File: src/rtl/assert_macros.svh
// assertion macros shared by the tick-to-time rtl
// no dependencies; bodies drop out when SYNTHESIS is defined
`ifndef ASSERT_MACROS_SVH
`define ASSERT_MACROS_SVH
`ifndef SYNTHESIS
`define ASSERT_PROP(label, clk, rst, prop) \
  label: assert property (@(posedge clk) disable iff (rst) prop) \
    else $error("property failed in %m");
`define ASSERT_NEVER(label, clk, rst, expr) \
  label: assert property (@(posedge clk) disable iff (rst) !(expr)) \
    else $error("forbidden condition in %m");
`else
`define ASSERT_PROP(label, clk, rst, prop)
`define ASSERT_NEVER(label, clk, rst, expr)
`endif
`endif

File: src/rtl/ttc_pkg.sv
// shared types and constants for the tick-to-time converter
// no dependencies
package ttc_pkg;

  localparam int SAMPLE_W    = 64;
  localparam int TIME_W      = 64;
  localparam int FREQ_W      = 32;
  localparam int DEN_W       = 32;
  localparam int NUM_W       = 30;
  localparam int MILLI_NUM_W = 10;
  localparam int CNT_W       = 7;

  localparam logic [FREQ_W-1:0] MS_PER_SEC  = 32'd1000;
  localparam logic [FREQ_W-1:0] NS_PER_SEC  = 32'd1000000000;
  localparam logic [FREQ_W-1:0] FREQ_RESET  = 32'd1000000;

  localparam logic [CNT_W-1:0] SHORT_STEPS = CNT_W'(DEN_W);
  localparam logic [CNT_W-1:0] LONG_STEPS  = CNT_W'(SAMPLE_W);
  localparam logic [CNT_W-1:0] MUL_STEPS   = CNT_W'(NUM_W);

  // arithmetic unit operations
  localparam logic OP_MUL = 1'b0;
  localparam logic OP_DIV = 1'b1;

  typedef struct packed {
    logic start;
    logic op;
    logic short_div;
  } ttc_arith_cmd_t;

  typedef struct packed {
    logic done;
    logic ovf;
  } ttc_arith_stat_t;

endpackage

File: src/rtl/ttc_if.sv
// valid/ready channels for sample items and time items
// depends on ttc_pkg
interface ttc_sample_if;
  import ttc_pkg::*;
  logic                valid;
  logic                ready;
  logic [SAMPLE_W-1:0] counter_sample;
  logic                mode;
  modport source (output valid, counter_sample, mode, input ready);
  modport sink (input valid, counter_sample, mode, output ready);
endinterface

interface ttc_time_if;
  import ttc_pkg::*;
  logic              valid;
  logic              ready;
  logic [TIME_W-1:0] elapsed;
  logic              overflow;
  modport source (output valid, elapsed, overflow, input ready);
  modport sink (input valid, elapsed, overflow, output ready);
endinterface

File: src/rtl/ttc_arith.sv
// shared shift-add multiplier and restoring divider, one bit per cycle
// depends on ttc_pkg and assert_macros.svh
`include "assert_macros.svh"
module ttc_arith (
  input  logic                           clk,
  input  logic                           rst,
  input  ttc_pkg::ttc_arith_cmd_t        cmd,
  input  logic [ttc_pkg::SAMPLE_W-1:0]   opa,
  input  logic [ttc_pkg::DEN_W-1:0]      opb,
  output ttc_pkg::ttc_arith_stat_t       stat,
  output logic [ttc_pkg::SAMPLE_W-1:0]   quo,
  output logic [ttc_pkg::DEN_W-1:0]      rem
);
  import ttc_pkg::*;

  logic                busy;
  logic                done;
  logic                op_div;
  logic [CNT_W-1:0]    cnt;
  logic [SAMPLE_W-1:0] acc;
  logic [SAMPLE_W-1:0] sh;
  logic [SAMPLE_W-1:0] aop;
  logic [DEN_W-1:0]    bop;

  logic [SAMPLE_W+1:0] add_x;
  logic [SAMPLE_W+1:0] add_y;
  logic [SAMPLE_W+1:0] sum;
  logic                sub;
  logic [DEN_W:0]      trial;
  logic                ge;
  logic [SAMPLE_W-1:0] acc_next;
  logic [SAMPLE_W-1:0] sh_next;

  // one adder serves both the trial subtract and the partial-product add
  always_comb begin
    trial = {acc[DEN_W-1:0], sh[SAMPLE_W-1]};
    if (op_div) begin
      add_x = (SAMPLE_W+2)'(trial);
      add_y = (SAMPLE_W+2)'(bop);
      sub   = 1'b1;
    end else begin
      add_x = {2'b00, acc};
      add_y = sh[0] ? {2'b00, aop} : '0;
      sub   = 1'b0;
    end
    sum = add_x + (add_y ^ {(SAMPLE_W+2){sub}}) + (SAMPLE_W+2)'(sub);
    ge  = ~sum[SAMPLE_W+1];
    if (op_div) begin
      acc_next = ge ? SAMPLE_W'(sum[DEN_W-1:0]) : SAMPLE_W'(trial[DEN_W-1:0]);
      sh_next  = {sh[SAMPLE_W-2:0], ge};
    end else begin
      acc_next = sum[SAMPLE_W:1];
      sh_next  = {{(SAMPLE_W-NUM_W){1'b0}}, sum[0], sh[NUM_W-1:1]};
    end
  end

  always_ff @(posedge clk) begin
    if (rst) begin
      busy   <= 1'b0;
      done   <= 1'b0;
      op_div <= OP_MUL;
      cnt    <= '0;
    end else begin
      done <= 1'b0;
      if (cmd.start) begin
        busy   <= 1'b1;
        op_div <= (cmd.op == OP_DIV);
        if (cmd.op == OP_MUL) begin
          cnt <= MUL_STEPS;
        end else if (cmd.short_div) begin
          cnt <= SHORT_STEPS;
        end else begin
          cnt <= LONG_STEPS;
        end
      end else if (busy) begin
        cnt <= cnt - CNT_W'(1);
        if (cnt == CNT_W'(1)) begin
          busy <= 1'b0;
          done <= 1'b1;
        end
      end
    end
  end

  always_ff @(posedge clk) begin
    if (cmd.start) begin
      acc <= '0;
      aop <= opa;
      bop <= opb;
      if (cmd.op == OP_MUL) begin
        sh <= {{(SAMPLE_W-NUM_W){1'b0}}, opb[NUM_W-1:0]};
      end else if (cmd.short_div) begin
        sh <= {opa[DEN_W-1:0], {(SAMPLE_W-DEN_W){1'b0}}};
      end else begin
        sh <= opa;
      end
    end else if (busy) begin
      acc <= acc_next;
      sh  <= sh_next;
    end
  end

  assign quo       = op_div ? sh : {acc[SAMPLE_W-NUM_W-1:0], sh[NUM_W-1:0]};
  assign rem       = acc[DEN_W-1:0];
  assign stat.done = done;
  assign stat.ovf  = |acc[SAMPLE_W-1:SAMPLE_W-NUM_W];

  `ASSERT_NEVER(a_start_while_busy, clk, rst, cmd.start && busy)
  `ASSERT_PROP(a_done_single, clk, rst, done |=> !done)
  `ASSERT_PROP(a_rem_below_divisor, clk, rst, (done && op_div) |-> (acc[DEN_W-1:0] < bop))

endmodule

File: src/rtl/tick_to_time_converter.sv
// top level of the tick-to-time converter: sequencer, ratio state, output register
// depends on ttc_pkg, ttc_if, ttc_arith and assert_macros.svh
// Turns samples of a free-running tick counter into elapsed milliseconds
// (mode 0) or nanoseconds (mode 1). The first item after reset captures its
// sample as the start point (a zero sample is kept as all ones) and reduces
// 1000/f and 1000000000/f by their gcd, f being tick_frequency at that moment
// (zero taken as one); later writes to tick_frequency have no effect until
// reset. Each item returns (sample - start) * num / den, with the multiply
// wrapped at 64 bits and overflow set when it wrapped. Only the low
// COUNTER_WIDTH bits of the sample are used and the difference wraps at that
// width. One item is in work at a time; all arithmetic runs bit-serially on
// one shared shift/add/subtract unit. An ordinary item takes 30 multiply
// steps and 64 divide steps on that unit plus its own sequencing states. The
// first item also runs two Euclid searches, each step a short remainder on
// the same unit. The result sits in an output register, so a new item is
// taken while it waits.
`include "assert_macros.svh"
module tick_to_time_converter #(
  parameter int COUNTER_WIDTH = 64
) (
  input  logic                       clk,
  input  logic                       rst,
  input  logic                       cfg_wr_en,
  input  logic [ttc_pkg::FREQ_W-1:0] cfg_wr_data,
  ttc_sample_if.sink                 sample_in,
  ttc_time_if.source                 time_out
);
  import ttc_pkg::*;

  // sequencer states
  localparam logic [3:0] S_IDLE  = 4'd0;
  localparam logic [3:0] S_GCD   = 4'd1;
  localparam logic [3:0] S_GWAIT = 4'd2;
  localparam logic [3:0] S_NWAIT = 4'd3;
  localparam logic [3:0] S_DWAIT = 4'd4;
  localparam logic [3:0] S_MUL   = 4'd5;
  localparam logic [3:0] S_MWAIT = 4'd6;
  localparam logic [3:0] S_QWAIT = 4'd7;
  localparam logic [3:0] S_OUT   = 4'd8;

  logic [3:0]               state;
  logic [FREQ_W-1:0]        tick_frequency;
  logic [COUNTER_WIDTH-1:0] start_count;
  logic [MILLI_NUM_W-1:0]   milli_num;
  logic [DEN_W-1:0]         milli_den;
  logic [NUM_W-1:0]         nano_num;
  logic [DEN_W-1:0]         nano_den;
  logic                     pass_nano;
  logic                     out_valid;

  // item payload and scratch, no reset needed
  logic [COUNTER_WIDTH-1:0] sample_q;
  logic                     mode_q;
  logic [FREQ_W-1:0]        freq_eff;
  logic [FREQ_W-1:0]        gcd_x;
  logic [FREQ_W-1:0]        gcd_y;
  logic [SAMPLE_W-1:0]      elapsed_q;
  logic                     overflow_q;
  logic                     prod_ovf;

  ttc_arith_cmd_t           ar_cmd;
  ttc_arith_stat_t          ar_stat;
  logic [SAMPLE_W-1:0]      ar_opa;
  logic [DEN_W-1:0]         ar_opb;
  logic [SAMPLE_W-1:0]      ar_quo;
  logic [DEN_W-1:0]         ar_rem;

  logic                     accept;
  logic [COUNTER_WIDTH-1:0] sample_masked;
  logic [COUNTER_WIDTH-1:0] diff;
  logic [FREQ_W-1:0]        ratio_c;
  logic [NUM_W-1:0]         sel_num;
  logic [NUM_W-1:0]         num_eff;
  logic [DEN_W-1:0]         sel_den;
  logic [DEN_W-1:0]         den_eff;
  logic                     out_free;
  logic                     waiting;

  ttc_arith u_arith (
    .clk  (clk),
    .rst  (rst),
    .cmd  (ar_cmd),
    .opa  (ar_opa),
    .opb  (ar_opb),
    .stat (ar_stat),
    .quo  (ar_quo),
    .rem  (ar_rem)
  );

  assign sample_in.ready = (state == S_IDLE);
  assign accept          = sample_in.valid && sample_in.ready;
  assign sample_masked   = sample_in.counter_sample[COUNTER_WIDTH-1:0];

  // difference wraps at the counter width
  assign diff    = sample_q - start_count;
  assign ratio_c = pass_nano ? NS_PER_SEC : MS_PER_SEC;
  assign sel_num = mode_q ? nano_num : NUM_W'(milli_num);
  assign num_eff = (sel_num == '0) ? NUM_W'(1) : sel_num;
  assign sel_den = mode_q ? nano_den : milli_den;
  assign den_eff = (sel_den == '0) ? DEN_W'(1) : sel_den;
  assign out_free = !out_valid || time_out.ready;

  // states that wait on the shared unit
  assign waiting = (state == S_GWAIT) || (state == S_NWAIT) || (state == S_DWAIT) ||
                   (state == S_MWAIT) || (state == S_QWAIT);

  // commands to the shared unit
  always_comb begin
    ar_cmd = '0;
    ar_opa = '0;
    ar_opb = '0;
    case (state)
      S_GCD: begin
        ar_cmd.start     = 1'b1;
        ar_cmd.op        = OP_DIV;
        ar_cmd.short_div = 1'b1;
        if (gcd_y == '0) begin
          // gcd found in x: reduce the numerator
          ar_opa = SAMPLE_W'(ratio_c);
          ar_opb = gcd_x;
        end else begin
          // one euclid step: x mod y
          ar_opa = SAMPLE_W'(gcd_x);
          ar_opb = gcd_y;
        end
      end
      S_NWAIT: begin
        if (ar_stat.done) begin
          ar_cmd.start     = 1'b1;
          ar_cmd.op        = OP_DIV;
          ar_cmd.short_div = 1'b1;
          ar_opa           = SAMPLE_W'(freq_eff);
          ar_opb           = gcd_x;
        end
      end
      S_MUL: begin
        ar_cmd.start = 1'b1;
        ar_cmd.op    = OP_MUL;
        ar_opa       = SAMPLE_W'(diff);
        ar_opb       = DEN_W'(num_eff);
      end
      S_MWAIT: begin
        if (ar_stat.done) begin
          ar_cmd.start = 1'b1;
          ar_cmd.op    = OP_DIV;
          ar_opa       = ar_quo;
          ar_opb       = den_eff;
        end
      end
      default: begin
      end
    endcase
  end

  // configuration register
  always_ff @(posedge clk) begin
    if (rst) begin
      tick_frequency <= FREQ_RESET;
    end else if (cfg_wr_en) begin
      tick_frequency <= cfg_wr_data;
    end
  end

  // sequencer and ratio state
  always_ff @(posedge clk) begin
    if (rst) begin
      state       <= S_IDLE;
      start_count <= '0;
      milli_num   <= '0;
      milli_den   <= '0;
      nano_num    <= '0;
      nano_den    <= '0;
      pass_nano   <= 1'b0;
      out_valid   <= 1'b0;
    end else begin
      // the output register is reloaded in S_OUT instead
      if (out_valid && time_out.ready && state != S_OUT) begin
        out_valid <= 1'b0;
      end
      case (state)
        S_IDLE: begin
          if (accept) begin
            if (start_count == '0) begin
              // first item: capture start and work out both ratios
              start_count <= (sample_masked == '0) ? {COUNTER_WIDTH{1'b1}}
                                                   : sample_masked;
              pass_nano   <= 1'b0;
              state       <= S_GCD;
            end else begin
              state <= S_MUL;
            end
          end
        end
        S_GCD: begin
          state <= (gcd_y == '0) ? S_NWAIT : S_GWAIT;
        end
        S_GWAIT: begin
          if (ar_stat.done) begin
            state <= S_GCD;
          end
        end
        S_NWAIT: begin
          if (ar_stat.done) begin
            if (pass_nano) begin
              nano_num <= ar_quo[NUM_W-1:0];
            end else begin
              milli_num <= ar_quo[MILLI_NUM_W-1:0];
            end
            state <= S_DWAIT;
          end
        end
        S_DWAIT: begin
          if (ar_stat.done) begin
            if (pass_nano) begin
              nano_den <= ar_quo[DEN_W-1:0];
              state    <= S_MUL;
            end else begin
              milli_den <= ar_quo[DEN_W-1:0];
              pass_nano <= 1'b1;
              state     <= S_GCD;
            end
          end
        end
        S_MUL: begin
          state <= S_MWAIT;
        end
        S_MWAIT: begin
          if (ar_stat.done) begin
            state <= S_QWAIT;
          end
        end
        S_QWAIT: begin
          if (ar_stat.done) begin
            state <= S_OUT;
          end
        end
        S_OUT: begin
          // hold until the output register is free
          if (out_free) begin
            out_valid <= 1'b1;
            state     <= S_IDLE;
          end
        end
        default: begin
          state <= S_IDLE;
        end
      endcase
    end
  end

  // datapath registers
  always_ff @(posedge clk) begin
    if (accept) begin
      sample_q <= sample_masked;
      mode_q   <= sample_in.mode;
      if (start_count == '0) begin
        freq_eff <= (tick_frequency == '0) ? FREQ_W'(1) : tick_frequency;
        gcd_x    <= MS_PER_SEC;
        gcd_y    <= (tick_frequency == '0) ? FREQ_W'(1) : tick_frequency;
      end
    end
    if (state == S_GWAIT && ar_stat.done) begin
      gcd_x <= gcd_y;
      gcd_y <= ar_rem;
    end
    if (state == S_DWAIT && ar_stat.done && !pass_nano) begin
      gcd_x <= NS_PER_SEC;
      gcd_y <= freq_eff;
    end
    if (state == S_MWAIT && ar_stat.done) begin
      prod_ovf <= ar_stat.ovf;
    end
    // quotient stays put in the idle unit until the output register frees up
    if (state == S_OUT && out_free) begin
      elapsed_q  <= ar_quo;
      overflow_q <= prod_ovf;
    end
  end

  assign time_out.valid    = out_valid;
  assign time_out.elapsed  = elapsed_q;
  assign time_out.overflow = overflow_q;

  `ASSERT_PROP(a_accept_leaves_idle, clk, rst, accept |=> (state != S_IDLE))
  `ASSERT_PROP(a_ratio_ready, clk, rst, (state == S_MUL) |-> (milli_den != '0 && nano_den != '0))
  `ASSERT_PROP(a_done_when_waiting, clk, rst, ar_stat.done |-> waiting)

endmodule
File: src/flat_wrapper.sv
// flat-port wrapper written by rule: the top's interface ports become plain ports
module tick_to_time_converter_flat import ttc_pkg::*;
#(
  parameter int COUNTER_WIDTH = 64
)
  (clk, rst, cfg_wr_en, cfg_wr_data, sample_in_valid, sample_in_counter_sample, sample_in_mode, sample_in_ready, time_out_valid, time_out_elapsed, time_out_overflow, time_out_ready);
  ttc_sample_if sample_in_i ();
  ttc_time_if time_out_i ();
  input  logic clk;
  input  logic rst;
  input  logic cfg_wr_en;
  input  logic [ttc_pkg::FREQ_W-1:0] cfg_wr_data;
  input wire logic [$bits(sample_in_i.valid)-1:0] sample_in_valid;
  input wire logic [$bits(sample_in_i.counter_sample)-1:0] sample_in_counter_sample;
  input wire logic [$bits(sample_in_i.mode)-1:0] sample_in_mode;
  output wire logic [$bits(sample_in_i.ready)-1:0] sample_in_ready;
  output wire logic [$bits(time_out_i.valid)-1:0] time_out_valid;
  output wire logic [$bits(time_out_i.elapsed)-1:0] time_out_elapsed;
  output wire logic [$bits(time_out_i.overflow)-1:0] time_out_overflow;
  input wire logic [$bits(time_out_i.ready)-1:0] time_out_ready;
  assign sample_in_i.valid = sample_in_valid;
  assign sample_in_i.counter_sample = sample_in_counter_sample;
  assign sample_in_i.mode = sample_in_mode;
  assign sample_in_ready = sample_in_i.ready;
  assign time_out_valid = time_out_i.valid;
  assign time_out_elapsed = time_out_i.elapsed;
  assign time_out_overflow = time_out_i.overflow;
  assign time_out_i.ready = time_out_ready;
  tick_to_time_converter #(.COUNTER_WIDTH(COUNTER_WIDTH)) u_core (.clk(clk), .rst(rst), .cfg_wr_en(cfg_wr_en), .cfg_wr_data(cfg_wr_data), .sample_in(sample_in_i), .time_out(time_out_i));
endmodule
File: config.mk
export PLATFORM = sky130hd
export DESIGN_NAME = tick_to_time_converter_flat
export DESIGN_NICKNAME = d
export VERILOG_FILES = /design/src/rtl/ttc_pkg.sv /design/src/rtl/ttc_if.sv /design/src/rtl/ttc_arith.sv /design/src/rtl/tick_to_time_converter.sv /design/src/flat_wrapper.sv
export VERILOG_INCLUDE_DIRS = /design/src /design/src/rtl
export SDC_FILE = /design/constraint.sdc
export NUM_CORES = 2
export LEC_CHECK = 0
export BUFFER_PORTS_ARGS = -buffer_cell sky130_fd_sc_hd__buf_2
export CORE_MARGIN = 4
export CORE_UTILIZATION = 26
export DETAILED_ROUTE_END_ITERATION = 7
export PLACE_DENSITY = 0.39
export REMOVE_ABC_BUFFERS = 1
export SYNTH_ARGS = -nofsm -noshare
export SYNTH_HDL_FRONTEND = slang
export SYNTH_SLANG_ARGS = --single-unit
File: constraint.sdc
create_clock -name clk -period 4.85 [get_ports clk]
set_input_delay 0.97 -clock clk [delete_from_list [all_inputs] [get_ports clk]]
set_output_delay 0.97 -clock clk [all_outputs]
set_load 0.01 [all_outputs]
==> results <==
- The run finished with clean final reports.
- The total area inside the core boundary comes to 138000 um2.
- The via density per instance is 5.192.
- Summing all multi-input logic gate instances after layout gives 17860 um2.
- The cell type contributing the most total cell area after synthesis is sky130_fd_sc_hd__edfxtp_1.
- The portion of synthesized cell area occupied by the leading cell type is 0.2942.
- The floorplan step defined a die boundary enclosing 145400 um2.
- The worst slack after detailed placement is 0.4501 ns.
- The fill cell total of the finished layout is 14.66k.
- The power density over cell area is 666.5 nW/um2.
- The pin count of the biggest net entering global routing is 119.
- The worst hold path belongs to the class flip-flop to flip-flop.
- TritonCTS created 86 clock buffers.
- The number of top-level design ports is 169.
- The hold violation total from the final report is 0.
- The estimated wirelength of the detail-placed design is 112800 um.
- The first detailed-routing pass ran for 6 iterations.
- The distinct cell type count of the synthesized netlist is 86.
- The area overhead of the layout relative to synthesis is 16.06%.
- The sink count of the clock tree is 667.
- The average wire per cell in the routed design is 25.33 um.
- The number of vias after detailed routing is 31.52k.
- The async set-reset flop share out of synthesis is 0.
- Summed over all cells, the static leakage comes to 15.75 nW.
- Post-CTS timing repair inserted 0 buffers for setup.
- In the finished design, the share of the clock period the worst path needs comes to 0.9213.
- The register area is 16910 um2.
- The synthesized area is 36230 um2.
- In the routed design, unresolved DRC markers number 0.
- Ranked by instance count, the synthesized netlist is headed by 755 x sky130_fd_sc_hd__nand2_1, 355 x sky130_fd_sc_hd__edfxtp_1, 333 x sky130_fd_sc_hd__nor2_1, 331 x sky130_fd_sc_hd__a21oi_1, 312 x sky130_fd_sc_hd__dfxtp_1.
- Based on the critical path, the design can be clocked at up to 223.8 MHz.
- The antenna violation net count after detailed routing is 0.
- In this run, post-CTS hold repair placed 0 buffers.
- Buffers placed on the I/O ports in this run total 168.
- The maximum clock skew at final layout is 0.03938 ns.
- The number of antenna violations at the first check in global routing is 7.
- The die is 381.3 um tall.
- The total routing resource utilization after global routing is 0.2052.
- STA classifies the critical path endpoint as a flip-flop.
- The maximum buffer depth of the clock tree is 3.
- The final wirelength is 153800 um.
- Once the clock tree was built, the resizer swapped 0 gates to a different size.
- The mean instance size in the synthesized netlist is 8.861 um2.
- In the final layout, the share of cells above drive strength 1 is 0.1084.
- The number of global-route vias before repair is 30.80k.
- The top flip-flop cell by instance count after synthesis is sky130_fd_sc_hd__edfxtp_1.
- The number of synthesized register bits is 667.
- The critical path startpoint category is a flip-flop.
- Data on the critical path is required at its endpoint by 5.44 ns.
- In this run the cell area measured after placement is 39140 um2.
- From left edge to right edge, the die measures 381.3 um.
- The post-synthesis cell count is 4089.
- For the pin with the worst max-slew slack, the measured transition is 1.187 ns.
- The H-tree generated during clock tree synthesis spans 3 levels.
- The tree is rooted in a sky130_fd_sc_hd__clkbuf_16.
- Setup repair after global routing left no endpoint under its margin.
- TritonCTS built the clock tree.
- The clock insertion delay at the later pin of the skew report is 0.71 ns.
- The critical path is of the flip-flop to flip-flop type.
- The total global routing overflow is 0.
- The number of cells after detailed placement is 5908.
- The max-capacitance violation count is 0.
- Yosys attributes the largest share of cell area to sky130_fd_sc_hd__edfxtp_1 29%, sky130_fd_sc_hd__dfxtp_1 17%, sky130_fd_sc_hd__nand2_1 7.8%.
- The clock-pin slew of the registers on the worst-case setup and hold paths is 0.06 ns.
- The number of synthesized flops with an enable pin is 355.
- After layout, the worst setup slack is 0.3819 ns.
- The number of standard cells in the final layout excluding fillers is 6072.
- Routability-driven placement finished with a final weighted congestion of 0.8961.
- The time the final worst path needs with I/O delays and setup is 4.468 ns.
- The highest net fanout along the worst path is 57.
- The detailed router's first-iteration violation count is 3279.
- Setup violations remaining at the end of the flow were counted as 0.
- The initial cell density of the core is 0.2626.
- The worst slew slack as a fraction of its limit is 0.2021.
- The worst endpoint data arrival time is 5.06 ns.
- The total design power is 0.02803 W.
- The final layout contains 4366 nets.
- VDD sags by at most 0.0004883 V.
- The sequential share of the synthesized area is 0.4666.
- The post-route cell area is 42050 um2.
- The total of warnings raised by yosys is 0.
- The global-route wire length before repair is 223400 um.
- The final number of max-transition violations is 0.
- The number of cell rows is 136.
- Among all cell types in the netlist, the one instantiated most often is sky130_fd_sc_hd__nand2_1.
## flip-flops by register name (all words and copies together) (netlist names), 4 cells and up
signal	cells
u_core.start_count	64
u_core.gcd_y	32
u_core.u_arith.aop	64
u_core.gcd_x	32
u_core.nano_den	32
u_core.tick_frequency	32
u_core.state	4
u_core.milli_num	10
u_core.nano_num	30
u_core.u_arith.bop	32
u_core.freq_eff	32
u_core.u_arith.sh	64
u_core.u_arith.cnt	7
u_core.sample_q	64
u_core.milli_den	32
u_core.time_out.elapsed	64
u_core.u_arith.acc	64
## layout by cell type (no fill, tap or decap), types with 87 or more instances in the layout
| cell | n |
|---|---|
| sky130_fd_sc_hd__nand2_1 | 753 |
| sky130_fd_sc_hd__edfxtp_1 | 355 |
| sky130_fd_sc_hd__a21oi_1 | 330 |
| sky130_fd_sc_hd__nor2_1 | 326 |
| sky130_fd_sc_hd__dfxtp_1 | 311 |
| sky130_fd_sc_hd__o21ai_0 | 196 |
| sky130_fd_sc_hd__buf_2 | 167 |
| sky130_fd_sc_hd__ha_1 | 129 |
| sky130_fd_sc_hd__nor3_1 | 115 |
| sky130_fd_sc_hd__inv_1 | 111 |
| sky130_fd_sc_hd__mux2i_1 | 109 |
| sky130_fd_sc_hd__clkbuf_16 | 87 |
## metrics by stage
| step | hold WS (ns) | utilization | TNS (ns) |
|---|---|---|---|
| floorplan | 0.4003 | - | -1214.68 |
| global placement | 0.4146 | 0.2836 | 0 |
| detailed placement | 0.4152 | 0.2836 | 0 |
| CTS | 0.4087 | 0.3047 | 0 |
| global route | 0.4340 | 0.3047 | 0 |
| finish | 0.4213 | 0.3047 | 0 |
## critical path, stage by stage, from the launching register on
cell and delay [ns]:
sky130_fd_sc_hd__dfxtp_4 0.40, sky130_fd_sc_hd__clkinv_2 0.21, sky130_fd_sc_hd__buf_12 0.25, sky130_fd_sc_hd__nand2_1 0.11, sky130_fd_sc_hd__nand2_1 0.07, sky130_fd_sc_hd__ha_1 0.37, sky130_fd_sc_hd__a21oi_1 0.39, sky130_fd_sc_hd__nor2_1 0.12
sky130_fd_sc_hd__o31ai_1 0.29, sky130_fd_sc_hd__a31oi_1 0.16, sky130_fd_sc_hd__a31oi_2 0.42, sky130_fd_sc_hd__o2bb2ai_1 0.28, sky130_fd_sc_hd__a221oi_4 0.34, sky130_fd_sc_hd__buf_12 0.29, sky130_fd_sc_hd__mux2_1 0.36, sky130_fd_sc_hd__mux2i_1 0.13
sky130_fd_sc_hd__a21oi_1 0.08
## final cells by class
type                            count  area share
Timing Repair Buffer              253     0.03770
Inverter                          119     0.01086
Multi-Input combinational cell   3006      0.4246
Antenna cell                        3   0.0001785
Sequential cell                   667      0.4021
Tap cell                         1863     0.05543
Clock buffer                      118     0.05739
Clock inverter                     43     0.01172
## logic make-up after synthesis
group,after synthesis,share of synthesized area
compound gates,1069,0.1908
xor+xnor,120,0.02901
fa+ha+maj,131,0.04565
buf+inv,416,0.04444
flops,667,0.4666
mux,115,0.03198
simple gates,1571,0.1916
## layer usage
metal	vias up	share of wire	GRT usage	wire, um
met5	-	0.000085	0	13
met2	932	0.45	0.3270	69900
met4	2	0.017	0.04542	2691
li1	14910	-	-	-
met3	127	0.050	0.02370	7670
met1	15550	0.48	0.2977	73550
## path summary, 6_finish.rpt
path | from | endpoint | slack, ns | cells after the start
min | u_core.prod_ovf$_DFFE_PP_ | u_core.time_out.overflow$_DFFE_PP_ | 0.42 | 0
min reg2reg | u_core.prod_ovf$_DFFE_PP_ | u_core.time_out.overflow$_DFFE_PP_ | 0.42 | 0
max | u_core.u_arith.op_div$_SDFFE_PP0P_ | u_core.u_arith.acc[2]$_SDFFE_PP0P_ | 0.38 | 16
max reg2reg | u_core.u_arith.op_div$_SDFFE_PP0P_ | u_core.u_arith.acc[2]$_SDFFE_PP0P_ | 0.38 | 16
## power by group
part           switching [W]  internal (W)
sequential           0.00143       0.00776
clock                0.00276       0.00394
combinational        0.00825       0.00390
total                 0.0124        0.0156
No activity file was read; power rests on OpenSTA's default activity.
